$ cat src/design/slrg_pkg.sv
`timescale 1ns / 1ps

package slrg_pkg;

	// Field and datapath widths
	localparam int PERMILLE_W  = 10;
	localparam int PULSE_W     = 16;
	localparam int POS_W       = 20;
	localparam int SPEED_W     = 3;
	localparam int FUNC_W      = 3;
	localparam int MOTION_W    = 2;
	localparam int STEP_W      = 18;
	localparam int NXT_W       = 22;
	localparam int SPAN_W      = PULSE_W + 1;
	localparam int PROD_W      = PULSE_W + PERMILLE_W;
	localparam int CFG_IDX_W   = 2;
	localparam int CFG_DATA_W  = 16;

	localparam logic [PERMILLE_W-1:0] PERMILLE_MAX = 10'd1000;

	// Division by 1000 as a multiplication by ceil(2^36 / 1000) and a shift.
	// The product of span and permille stays below 2^26, so the rounding error
	// stays below 2^-10 and the quotient is exact.
	localparam int RECIP_W     = 27;
	localparam int RECIP_SHIFT = 36;
	localparam int SCALED_W    = PROD_W + RECIP_W;
	localparam logic [RECIP_W-1:0] RECIP_1000 = 27'd68719477;

	// One permille of a 1 ms period in nanoseconds
	localparam logic [POS_W-1:0] NS_PER_PERMILLE = 20'd1000;

	// Servo ramp steps in microseconds per tick
	localparam int SPEED_BASE = 5;
	localparam logic [PULSE_W-1:0] SERVO_STEP_1 = PULSE_W'(SPEED_BASE);
	localparam logic [PULSE_W-1:0] SERVO_STEP_2 = PULSE_W'(SPEED_BASE * 5);
	localparam logic [PULSE_W-1:0] SERVO_STEP_3 = PULSE_W'(SPEED_BASE * 8);
	localparam logic [PULSE_W-1:0] SERVO_STEP_4 = PULSE_W'(SPEED_BASE * 16);
	localparam logic [PULSE_W-1:0] SERVO_STEP_5 = PULSE_W'(SPEED_BASE * 25);

	// LED pulse steps in nanoseconds per tick
	localparam logic signed [STEP_W-1:0] LED_STEP_SLOW   = 18'sd50;
	localparam logic signed [STEP_W-1:0] LED_STEP_MEDIUM = 18'sd250;
	localparam logic signed [STEP_W-1:0] LED_STEP_FAST   = 18'sd5000;

	// Speed codes
	localparam logic [SPEED_W-1:0] SPEED_1 = 3'd1;
	localparam logic [SPEED_W-1:0] SPEED_2 = 3'd2;
	localparam logic [SPEED_W-1:0] SPEED_3 = 3'd3;
	localparam logic [SPEED_W-1:0] SPEED_4 = 3'd4;
	localparam logic [SPEED_W-1:0] SPEED_5 = 3'd5;

	// Commands
	localparam logic CMD_TICK    = 1'b0;
	localparam logic CMD_ACTUATE = 1'b1;

	// Output modes
	localparam logic MODE_SERVO = 1'b0;
	localparam logic MODE_LED   = 1'b1;

	// Light functions
	localparam logic [FUNC_W-1:0] LF_OFF    = 3'd0;
	localparam logic [FUNC_W-1:0] LF_STEADY = 3'd1;
	localparam logic [FUNC_W-1:0] LF_SLOW   = 3'd2;
	localparam logic [FUNC_W-1:0] LF_MEDIUM = 3'd3;
	localparam logic [FUNC_W-1:0] LF_FAST   = 3'd4;

	// Motion states
	localparam logic [MOTION_W-1:0] MS_IDLE  = 2'd0;
	localparam logic [MOTION_W-1:0] MS_SERVO = 2'd1;
	localparam logic [MOTION_W-1:0] MS_LED   = 2'd2;

	// Configuration register indexes
	localparam logic [CFG_IDX_W-1:0] REG_OUTPUT_MODE  = 2'd0;
	localparam logic [CFG_IDX_W-1:0] REG_MIN_PULSE    = 2'd1;
	localparam logic [CFG_IDX_W-1:0] REG_MAX_PULSE    = 2'd2;
	localparam logic [CFG_IDX_W-1:0] REG_SPEED_CODE   = 2'd3;

	localparam logic [PULSE_W-1:0] MIN_PULSE_RESET = 16'd1000;
	localparam logic [PULSE_W-1:0] MAX_PULSE_RESET = 16'd2000;

	typedef struct packed {
		logic                 output_mode;
		logic [PULSE_W-1:0]   min_pulse_us;
		logic [PULSE_W-1:0]   max_pulse_us;
		logic [SPEED_W-1:0]   servo_speed_code;
	} cfg_t;

	// One input word after the first stage: saturated levels and the
	// servo span product, ready for the update stage.
	typedef struct packed {
		logic                  cmd;
		logic [FUNC_W-1:0]     light_function;
		logic [PERMILLE_W-1:0] level_hi;
		logic [PERMILLE_W-1:0] level_lo;
		logic                  span_neg;
		logic [PULSE_W-1:0]    span_mag;
		logic [PROD_W-1:0]     span_prod;
	} item_t;

	typedef struct packed {
		logic [POS_W-1:0]    pulse_value;
		logic [MOTION_W-1:0] motion_kind;
		logic                pwm_write;
	} result_t;

endpackage

$ cat src/design/slrg_cfg.sv
`timescale 1ns / 1ps

module slrg_cfg (
	input  logic                           clk,
	input  logic                           arst_n,
	input  logic                           cfg_we,
	input  logic [slrg_pkg::CFG_IDX_W-1:0]  cfg_index,
	input  logic [slrg_pkg::CFG_DATA_W-1:0] cfg_data,
	output slrg_pkg::cfg_t                 cfg
);
	import slrg_pkg::*;

	cfg_t cfg_q;

	always_ff @(posedge clk or negedge arst_n) begin
		if (!arst_n) begin
			cfg_q.output_mode      <= MODE_SERVO;
			cfg_q.min_pulse_us     <= MIN_PULSE_RESET;
			cfg_q.max_pulse_us     <= MAX_PULSE_RESET;
			cfg_q.servo_speed_code <= '0;
		end else if (cfg_we) begin
			case (cfg_index)
				REG_OUTPUT_MODE: cfg_q.output_mode      <= cfg_data[0];
				REG_MIN_PULSE:   cfg_q.min_pulse_us     <= cfg_data[PULSE_W-1:0];
				REG_MAX_PULSE:   cfg_q.max_pulse_us     <= cfg_data[PULSE_W-1:0];
				REG_SPEED_CODE:  cfg_q.servo_speed_code <= cfg_data[SPEED_W-1:0];
				default: begin
				end
			endcase
		end
	end

	assign cfg = cfg_q;

endmodule

$ cat src/design/slrg_core.sv
`timescale 1ns / 1ps

module slrg_core (
	input  logic              clk,
	input  logic              arst_n,
	input  logic              upd,
	input  slrg_pkg::item_t   item,
	input  slrg_pkg::cfg_t    cfg,
	output slrg_pkg::result_t res
);
	import slrg_pkg::*;

	logic [MOTION_W-1:0]      ms_q;
	logic [FUNC_W-1:0]        held_q;
	logic [POS_W-1:0]         pos_q;
	logic [PULSE_W-1:0]       tgt_q;
	logic signed [STEP_W-1:0] step_q;
	logic [POS_W-1:0]         upper_q;
	logic [POS_W-1:0]         lower_q;

	logic [MOTION_W-1:0]      ms_d;
	logic [FUNC_W-1:0]        held_d;
	logic [POS_W-1:0]         pos_d;
	logic [PULSE_W-1:0]       tgt_d;
	logic signed [STEP_W-1:0] step_d;
	logic [POS_W-1:0]         upper_d;
	logic [POS_W-1:0]         lower_d;
	logic                     wr;

	logic [SCALED_W-1:0]      scaled;
	logic [PULSE_W-1:0]       quot;
	logic [PULSE_W-1:0]       cmd_tgt;
	logic [PULSE_W-1:0]       step_mag;
	logic signed [STEP_W-1:0] step_ext;
	logic signed [STEP_W-1:0] cmd_step;
	logic [POS_W-1:0]         led_hi;
	logic [POS_W-1:0]         led_lo;
	logic signed [NXT_W-1:0]  nxt;
	logic signed [NXT_W-1:0]  tgt_ext;
	logic signed [NXT_W-1:0]  upper_ext;
	logic signed [NXT_W-1:0]  lower_ext;
	logic                     pulsing;

	function automatic logic [PULSE_W-1:0] servo_step(input logic [SPEED_W-1:0] code,
			input logic [PULSE_W-1:0] span_mag);
		case (code)
			SPEED_1: servo_step = SERVO_STEP_1;
			SPEED_2: servo_step = SERVO_STEP_2;
			SPEED_3: servo_step = SERVO_STEP_3;
			SPEED_4: servo_step = SERVO_STEP_4;
			SPEED_5: servo_step = SERVO_STEP_5;
			default: servo_step = span_mag;
		endcase
	endfunction

	// Servo target: min plus the span scaled by permille, truncated toward zero.
	assign scaled   = SCALED_W'(item.span_prod) * SCALED_W'(RECIP_1000);
	assign quot     = scaled[RECIP_SHIFT +: PULSE_W];
	assign cmd_tgt  = item.span_neg ? cfg.min_pulse_us - quot : cfg.min_pulse_us + quot;
	assign step_mag = servo_step(cfg.servo_speed_code, item.span_mag);
	assign step_ext = $signed({2'b00, step_mag});
	assign cmd_step = (POS_W'(cmd_tgt) < pos_q) ? -step_ext : step_ext;

	assign led_hi = POS_W'(item.level_hi) * NS_PER_PERMILLE;
	assign led_lo = POS_W'(item.level_lo) * NS_PER_PERMILLE;

	assign nxt       = $signed({2'b00, pos_q}) + NXT_W'(step_q);
	assign tgt_ext   = $signed({{(NXT_W - PULSE_W){1'b0}}, tgt_q});
	assign upper_ext = $signed({2'b00, upper_q});
	assign lower_ext = $signed({2'b00, lower_q});
	assign pulsing   = (held_q == LF_SLOW) || (held_q == LF_MEDIUM) || (held_q == LF_FAST);

	always_comb begin
		ms_d    = ms_q;
		held_d  = held_q;
		pos_d   = pos_q;
		tgt_d   = tgt_q;
		step_d  = step_q;
		upper_d = upper_q;
		lower_d = lower_q;
		wr      = 1'b0;
		if (item.cmd == CMD_ACTUATE) begin
			if (cfg.output_mode == MODE_SERVO) begin
				tgt_d  = cmd_tgt;
				step_d = cmd_step;
				ms_d   = MS_SERVO;
			end else begin
				ms_d    = MS_LED;
				held_d  = item.light_function;
				upper_d = led_hi;
				lower_d = led_lo;
				case (item.light_function)
					LF_STEADY: pos_d = led_hi;
					LF_SLOW: begin
						pos_d  = led_hi;
						step_d = LED_STEP_SLOW;
					end
					LF_MEDIUM: begin
						pos_d  = led_hi;
						step_d = LED_STEP_MEDIUM;
					end
					LF_FAST: begin
						pos_d  = led_hi;
						step_d = LED_STEP_FAST;
					end
					default: pos_d = '0;
				endcase
			end
		end else begin
			case (ms_q)
				MS_SERVO: begin
					wr = 1'b1;
					if (step_q == 0 || (step_q > 0 && nxt >= tgt_ext) ||
							(step_q < 0 && nxt <= tgt_ext)) begin
						pos_d = POS_W'(tgt_q);
						ms_d  = MS_IDLE;
					end else begin
						pos_d = nxt[POS_W-1:0];
					end
				end
				MS_LED: begin
					wr = 1'b1;
					if (pulsing) begin
						// Bounce between the two levels; the upper clamp wins.
						if (nxt >= upper_ext) begin
							step_d = -step_q;
							pos_d  = upper_q;
						end else if (nxt <= lower_ext) begin
							step_d = -step_q;
							pos_d  = lower_q;
						end else begin
							pos_d = nxt[POS_W-1:0];
						end
					end else begin
						ms_d = MS_IDLE;
					end
				end
				default: ms_d = MS_IDLE;
			endcase
		end
	end

	always_ff @(posedge clk or negedge arst_n) begin
		if (!arst_n) begin
			ms_q    <= MS_IDLE;
			held_q  <= '0;
			pos_q   <= '0;
			tgt_q   <= '0;
			step_q  <= '0;
			upper_q <= '0;
			lower_q <= '0;
		end else if (upd) begin
			ms_q    <= ms_d;
			held_q  <= held_d;
			pos_q   <= pos_d;
			tgt_q   <= tgt_d;
			step_q  <= step_d;
			upper_q <= upper_d;
			lower_q <= lower_d;
		end
	end

	assign res.pulse_value = pos_d;
	assign res.motion_kind = ms_d;
	assign res.pwm_write   = wr;

	a_zero_step_lands: assert property (@(posedge clk) disable iff (!arst_n)
		(upd && item.cmd == CMD_TICK && ms_q == MS_SERVO && step_q == 0) |=>
		(ms_q == MS_IDLE && pos_q == POS_W'($past(tgt_q))))
		else $error("servo tick with zero step did not land on the target");

	a_servo_no_overshoot: assert property (@(posedge clk) disable iff (!arst_n)
		(ms_q == MS_SERVO && step_q > 0) |-> (pos_q <= POS_W'(tgt_q)))
		else $error("upward servo ramp passed its target");

	a_led_in_bounds: assert property (@(posedge clk) disable iff (!arst_n)
		(ms_q == MS_LED && pulsing) |->
		(pos_q == upper_q || pos_q == lower_q || (pos_q < upper_q && pos_q > lower_q)))
		else $error("LED pulse level left its bounds");

endmodule

$ cat src/design/servo_led_ramp_generator.sv
`timescale 1ns / 1ps

// Servo / LED ramp generator. Every input word yields exactly one result word.
// Input channel: in_valid with in_stall; a word (cmd, light_function,
// first_permille, second_permille) is taken at a clock edge with in_valid high
// and in_stall low. An actuate command starts a servo ramp toward a permille
// position between min_pulse_us and max_pulse_us, or sets an LED function;
// a tick advances the current motion by one step.
// Output channel: out_valid with out_stall; a word (pulse_value, motion_kind,
// pwm_write) leaves at an edge with out_valid high and out_stall low.
// Configuration: cfg_we, cfg_index and cfg_data write one register per edge;
// write only while no word is in flight.
// An accepted word is held in the input register; when it moves on, it updates
// the state, and its result is registered and shown on the output from then on.
// Throughput is one word per cycle while out_stall stays low; the single update
// stage, one multiply deep, sets that figure.
// When the receiver stalls, the result register holds its word and the input
// register still takes one more word; in_stall rises only when both are full.
// Reset clears the motion state and both pipeline stages, and loads the
// register defaults: servo mode, 1000 to 2000 us, servo step equal to the span.

module servo_led_ramp_generator (
	input  logic                           clk,
	input  logic                           arst_n,
	input  logic                           cfg_we,
	input  logic [slrg_pkg::CFG_IDX_W-1:0]  cfg_index,
	input  logic [slrg_pkg::CFG_DATA_W-1:0] cfg_data,
	input  logic                           in_valid,
	output logic                           in_stall,
	input  logic                           cmd,
	input  logic [slrg_pkg::FUNC_W-1:0]     light_function,
	input  logic [slrg_pkg::PERMILLE_W-1:0] first_permille,
	input  logic [slrg_pkg::PERMILLE_W-1:0] second_permille,
	output logic                           out_valid,
	input  logic                           out_stall,
	output logic [slrg_pkg::POS_W-1:0]      pulse_value,
	output logic [slrg_pkg::MOTION_W-1:0]   motion_kind,
	output logic                           pwm_write
);
	import slrg_pkg::*;

	cfg_t    cfg;
	item_t   item_d;
	item_t   item_s1;
	logic    valid_s1;
	result_t res_d;
	result_t res_s2;
	logic    valid_s2;

	logic                     in_acc;
	logic                     adv;
	logic signed [SPAN_W-1:0] span;
	logic [SPAN_W-1:0]        span_abs;

	slrg_cfg u_cfg (
		.clk       (clk),
		.arst_n    (arst_n),
		.cfg_we    (cfg_we),
		.cfg_index (cfg_index),
		.cfg_data  (cfg_data),
		.cfg       (cfg)
	);

	// First stage: saturate both levels to 1000 permille and form the product
	// of the servo span magnitude and the position, so the update stage only
	// has to scale it by 1/1000.
	assign span     = $signed({1'b0, cfg.max_pulse_us}) - $signed({1'b0, cfg.min_pulse_us});
	assign span_abs = span[SPAN_W-1] ? -span : span;

	always_comb begin
		item_d.cmd            = cmd;
		item_d.light_function = light_function;
		item_d.level_hi       = (first_permille > PERMILLE_MAX) ? PERMILLE_MAX : first_permille;
		item_d.level_lo       = (second_permille > PERMILLE_MAX) ? PERMILLE_MAX : second_permille;
		item_d.span_neg       = span[SPAN_W-1];
		item_d.span_mag       = span_abs[PULSE_W-1:0];
		item_d.span_prod      = PROD_W'(item_d.span_mag) * PROD_W'(item_d.level_hi);
	end

	// The input stage moves on whenever the result register is empty or its
	// word is being taken this cycle.
	assign adv      = valid_s1 && (!valid_s2 || !out_stall);
	assign in_stall = valid_s1 && !adv;
	assign in_acc   = in_valid && !in_stall;

	always_ff @(posedge clk or negedge arst_n) begin
		if (!arst_n) begin
			valid_s1 <= 1'b0;
		end else if (in_acc) begin
			valid_s1 <= 1'b1;
		end else if (adv) begin
			valid_s1 <= 1'b0;
		end
	end

	always_ff @(posedge clk) begin
		if (in_acc) begin
			item_s1 <= item_d;
		end
	end

	slrg_core u_core (
		.clk    (clk),
		.arst_n (arst_n),
		.upd    (adv),
		.item   (item_s1),
		.cfg    (cfg),
		.res    (res_d)
	);

	always_ff @(posedge clk or negedge arst_n) begin
		if (!arst_n) begin
			valid_s2 <= 1'b0;
		end else if (adv) begin
			valid_s2 <= 1'b1;
		end else if (!out_stall) begin
			valid_s2 <= 1'b0;
		end
	end

	always_ff @(posedge clk) begin
		if (adv) begin
			res_s2 <= res_d;
		end
	end

	assign out_valid   = valid_s2;
	assign pulse_value = res_s2.pulse_value;
	assign motion_kind = res_s2.motion_kind;
	assign pwm_write   = res_s2.pwm_write;

	a_empty_output_never_stalls: assert property (@(posedge clk) disable iff (!arst_n)
		!valid_s2 |-> !in_stall)
		else $error("input stalled while the result register was empty");

	a_stage_moves_on: assert property (@(posedge clk) disable iff (!arst_n)
		(valid_s1 && (!valid_s2 || !out_stall)) |=> valid_s2)
		else $error("a word in the input stage was lost on its way out");

endmodule
$ cat config.mk
export PLATFORM = sky130hd
export DESIGN_NAME = servo_led_ramp_generator
export DESIGN_NICKNAME = d
export VERILOG_FILES = /design/src/design/slrg_pkg.sv /design/src/design/slrg_cfg.sv /design/src/design/slrg_core.sv /design/src/design/servo_led_ramp_generator.sv
export SDC_FILE = /design/constraint.sdc
export NUM_CORES = 2
export LEC_CHECK = 0
export BUFFER_PORTS_ARGS = -buffer_cell sky130_fd_sc_hd__buf_2
export CAP_MARGIN = 20
export CORE_ASPECT_RATIO = 1.5
export CORE_MARGIN = 2
export CORE_UTILIZATION = 65
export DETAILED_ROUTE_END_ITERATION = 6
export PLACE_DENSITY_LB_ADDON = 0.08
export SLEW_MARGIN = 20
export SYNTH_ARGS = -nofsm -noshare
export SYNTH_HDL_FRONTEND = slang
export SYNTH_SLANG_ARGS = --single-unit
$ cat constraint.sdc
create_clock -name clk -period 13.7 [get_ports clk]
set_input_delay 0 -clock clk [delete_from_list [all_inputs] [get_ports clk]]
set_output_delay 0 -clock clk [all_outputs]
set_load 0.05 [all_outputs]
; ---- Yosys cells after proc, flatten, opt, wreduce, memory -nomap -nowiden
; Index checks and enable logic that the tools add are counted.
; Widths: inputs -> output; s select.
[classes]
n_eq_ne = 19
addsub = 7
n_reduce_logical = 29
multipliers = 4
mux = 30
n_bitwise = 1
n_lt_le_gt_ge = 9
[op_table]
columns = operator, count
row1 = $mux 20, 7
row2 = $mux 18, 7
row3 = $pmux 16 s5, 1
row4 = $pmux 18 s3, 1
row5 = $mul 26x27->52 const B, 1
row6 = $pmux 20 s2, 1
row7 = $mul 10x7->17 const B, 2
row8 = $logic_not 32->1, 1
row9 = $mux 16, 2
row10 = $mul 16x10->26, 1
row11 = $add 21x18->22, 1
row12 = $ge 22x17->1, 1
row13 = $ge 22x21->1, 1
row14 = $le 22x17->1, 1
row15 = $le 22x21->1, 1
row16 = $gt 10x10->1 const B, 2
row17 = $lt 16x20->1, 1
row18 = $eq 3x2->1 const B, 6
row19 = $gt 18x1->1 const B, 1
row20 = $lt 18x1->1 const B, 1
row21 = $neg 16->18, 1
row22 = $neg 18->18, 1
row23 = $sub 16x16->17, 1
row24 = $add 16x16->16, 1
row25 = other kinds (24), 55
[word_totals]
ff_bits = 221
input_bits = 47
wordCells = 122
output_inout_bits = 25

; ---- Longest topological paths before layout
[logic_depth]
depth_word = 8
depth_mapped = 51
depth_no_buf = 50

; ---- Modules after synthesis
; A second synthesis with hierarchy kept.
[hier_totals]
cells_unflattened = 3804
hier_area_um2 = 35132.4
[modules_own_cells]
columns = module, area_per_inst_um2, seq_area_each_um2, cells_each, instances
row1 = slrg_core, 24060.6, 2327.2, 2775, 1
row2 = servo_led_ramp_generator, 9600.5, 2752.6, 951, 1
row3 = slrg_cfg, 1471.4, 915.9, 78, 1

; ---- Worst setup path after synthesis
; No wires, ideal clock.
[synth_timing]
path_kind = register to register
from = reg item_s1[14] (netlist bit)
to = reg u_core.step_q[6]
stages_incl_launch_ff = 43
path_slack_ns = 3.073
arrival_ns = 10.493
setup_ns = 0.134
cell_sequence = edfxtp_1 -> fa_1 -> fa_1 -> fa_1 -> inv_1 -> fa_1 -> inv_1 -> fa_1 -> fa_1 -> inv_1 -> fa_1 -> inv_1 -> ha_1 -> a211oi_1 -> o221ai_1 -> or4_1 -> o211a_1 -> mux2_1 -> [... 7 more ...] -> ha_1 -> or2_2 -> a2111oi_0 -> nor2_1 -> xor2_1 -> ha_1 -> a21oi_1 -> nor2b_1 -> o21ai_0 -> nand2b_1 -> a221oi_1 -> a21oi_1 -> a21oi_1 -> clkbuf_1 -> nand2_1 -> xor2_1 -> a222oi_1 -> o21ai_1
[synth_between]
elab_chain_cells = 7
word_cells_on_any_way = 8
[synth_rtl]
columns = element, line
row1 = from (decl), servo_led_ramp_generator.sv:44  ; item_t item_s1;
row2 = from (signal assigned), servo_led_ramp_generator.sv:98  ; item_s1 <= item_d;
row3 = $mul 26x27->52 *, slrg_core.sv:57  ; assign scaled = SCALED_W'(item.span_prod) * SCALED_W'(RECIP_1000);
row4 = $add 16x16->16 or $sub 16x16->16 (tied branches), slrg_core.sv:59  ; assign cmd_tgt = item.span_neg ? cfg.min_pulse_us - quot : cfg.min_pulse_us + quot;
row5 = $mux 16 *, slrg_core.sv:59
row6 = named net u_core.cmd_tgt[11], slrg_core.sv:32  ; logic [PULSE_W-1:0] cmd_tgt;
row7 = $lt 16x20->1 *, slrg_core.sv:62  ; assign cmd_step = (POS_W'(cmd_tgt) < pos_q) ? -step_ext : step_ext;
row8 = $mux 18 *, slrg_core.sv:62
row9 = $mux 18 *, slrg_core.sv:83  ; if (cfg.output_mode == MODE_SERVO) begin
row10 = $mux 18 *, slrg_core.sv:82  ; if (item.cmd == CMD_ACTUATE) begin
row11 = to (signal assigned), slrg_core.sv:157  ; step_q <= step_d;
row12 = to (decl), slrg_core.sv:17  ; logic signed [STEP_W-1:0] step_q;
; Mark *: on every way through the listed nets, which the timed path passes. The rest lies on a longest branch.
; A chain may end at the register's enable or synchronous reset.

; ---- Worst setup path after layout
[layout_timing]
from = reg item_s1[11] (netlist bit)
to = reg u_core.step_q[5]
; The elaborated chain is that of the path after synthesis.

==> flow_summary.json <==
{
  "drcViolationCount": 0,
  "drt_iter0_drc": 2000,
  "cts_buffer_depth": 3,
  "place_hpwl_um": 88200,
  "tns_ns": 0,
  "layout_commonest_cell": "inv_1",
  "critPathKind": "flip-flop to flip-flop",
  "drt-total-wl_um": 108000,
  "die_area_um2": 54300,
  "required_ns": 14.13,
  "rsz0062_at_grt": "false",
  "fmax_mhz": 79.7,
  "worstReg2RegEnd": "u_core.step_q[5]",
  "netlist_top_cells_area": "fa_1, ha_1, dfrtp_1",
  "finClkSkew_ns": 0.0283,
  "clkSinkCount": 221,
  "synth_ff_type": "dfrtp_1",
  "async_reset_ff_frac": 0.593,
  "synthToLayoutAreaGrowth_pct": 7.11,
  "crit_path_frequent_cell": "fa_1",
  "grt_max_degree": 83,
  "yosysTopAreaCellShare": 0.226,
  "first_global_vias": 29400,
  "rows": 102,
  "critPathCaptureType": "flip-flop",
  "synth_nets": 4658,
  "antenna_found_initial": 1,
  "io-pin-count": 72,
  "htreeDepth": 1,
  "cts_resized": 0,
  "period_minus_slack_ns": 12.55,
  "arrival_ns": 12.98,
  "regArea_um2": 6000,
  "vias": 28000,
  "max_slew_margin": 0.169,
  "slowest_stage": "a21oi_1",
  "io_buffers": 71,
  "ys_seq_elements": 221,
  "syn_inst": 3691,
  "start_util": 0.659,
  "grt_pass1_wl_um": 167000,
  "postSynthAreaPerCell_um2": 9.23,
  "fillCellCount": 4018,
  "wire_per_inst_um": 24.3,
  "die_h_um": 284,
  "setup_viol": 0,
  "synth_area_um2": 34100,
  "synth_edf_count": 90,
  "slew_viol_final": 0,
  "crit_fanout": 15,
  "yosysTopAreaCell": "fa_1",
  "core_um2": 51700,
  "gp_congestion": 1.10,
  "reg2reg_depth": 46,
  "rrSetupSlack_ns": 1.15,
  "numCtsBuffers": 25,
  "grt_use_total": 0.409,
  "nets": 4731,
  "ys_types": 91,
  "ant_nets": 0,
  "rr_startpoint": "item_s1[11]",
  "yosysSeqAreaShare": 0.176,
  "worst_pin_slew_ns": 1.24,
  "maxCapViolCount": 0,
  "status": "finished, final reports clean",
  "cts_tree": "yes",
  "clk_latency_ns": 0.59,
  "multi_input_area_um2": 25100,
  "yosys_warnings": 0,
  "clockRootBuffer": "clkbuf_16",
  "avgViaCountPerCell": 6.27,
  "start_kind": "flip-flop",
  "max_stage_delay_ns": 0.77,
  "grt_overflow": 0,
  "hold_path_class": "input port to async pin",
  "drive_gt1_frac": 0.0663,
  "hold_viol": 0,
  "chipWidth_um": 191,
  "finalCritPeriodShare": 0.916,
  "first_pass_iters": 6,
  "final_cell_mix": "inv_1, ha_1, fa_1",
  "startpoint": "item_s1[11]",
  "path_clk_slew_ns": 0.09
}
-- repair_timing --
item / 4_1_cts / 5_1_grt
endpoints found under the setup margin: 0 / 0
hold endpoints to repair: 140 / 0
buffers inserted: 0 / 0
hold buffers: 45 / 0
-- synth_stat cells (29+ instances only) --
cell type,count
clkbuf_1,100
nor2b_1,38
xnor2_1,100
nor3_1,50
nor2_1,126
inv_1,696
o21ai_0,165
a21o_1,49
fa_1,385
xor2_1,34
and2_1,89
mux2_2,51
o21bai_1,29
ha_1,535
edfxtp_1,90
dfrtp_1,119
nand3_1,50
nand2_1,324
a21oi_1,180
-- how the worst max path moves through the flow --
stage,end,slack [ns],cells past startpoint
final,u_core.step_q[5],1.15,46
after global routing,u_core.step_q[5],0.30,46
after CTS,u_core.step_q[5],1.27,46
after detailed placement,u_core.step_q[5],1.33,46
after global placement,u_core.step_q[5],1.70,43
after floorplan,u_core.step_q[6],3.07,42
-- sequential cells by signal, summed over array words and instances, names as in the netlist --
| name | flops |
|---|---|
| u_core.upper_q | 17 |
| pwm_write | 1 |
| u_cfg.cfg | 36 |
| u_core.lower_q | 17 |
| valid_s1 | 1 |
| u_core.tgt_q | 16 |
| u_core.ms_q | 2 |
| item_s1 | 67 |
| out_valid | 1 |
| pulse_value | 20 |
| u_core.held_q | 3 |
| u_core.step_q | 18 |
| u_core.pos_q | 20 |
| motion_kind | 2 |
-- routing by layer --
layer	up-vias	track usage	part of all wire
met5	-	0	0
met3	474	0.0737	0.062
met4	0	0.371	0.12
met2	1237	0.691	0.49
met1	13700	0.428	0.33
li1	12500	-	-
-- cell families after synthesis --
family                     Yosys count  share of synthesized area
AOI/OAI and AO/OA                  715                      0.137
buffers and inverters              803                     0.0888
xor gates and xnor gates           134                     0.0344
muxes                               65                     0.0212
and+or+nand+nor                    833                      0.120
DFF                                221                      0.176
adders and majority gates          920                      0.423
-- stage by stage --
stage / util / cell area (µm²) / instances / setup slack, ns / hold WS, ns
final: 0.706 / 36500 / 4461 / 1.15 / 0.0555
after global routing: 0.706 / 36500 / 4460 / 0.298 / 0.0889
after CTS: 0.705 / 36400 / 4459 / 1.27 / 0.0403
after detailed placement: 0.680 / 35200 / 4368 / 1.33 / 0.105
after global placement: 0.680 / 35200 / 4368 / 1.70 / 0.0953
after floorplan: - / 34100 / 3691 / 3.07 / -0.296
-- layout make-up --
type                       instances  area share
antenna                            2    0.000137
clock buffer                      28      0.0175
clock inverter                    18     0.00542
inverter                         696      0.0716
multi-input combinational       2667       0.688
sequential                       221       0.164
tap                              676      0.0232
timing repair buffer             153      0.0299
-- worst max-delay path: cells and delay by family (launching register included) --
family,cells,cell delay [ns]
AOI/OAI and AO/OA,19,4.77
xor gates and xnor gates,4,0.80
adders and majority gates,11,4.77
buffers and inverters,5,0.45
DFF,1,0.64
and+or+nand+nor,7,0.93
Power is not shown: default switching activity piles up to over one toggle a cycle in this logic, so the estimate is an artifact.
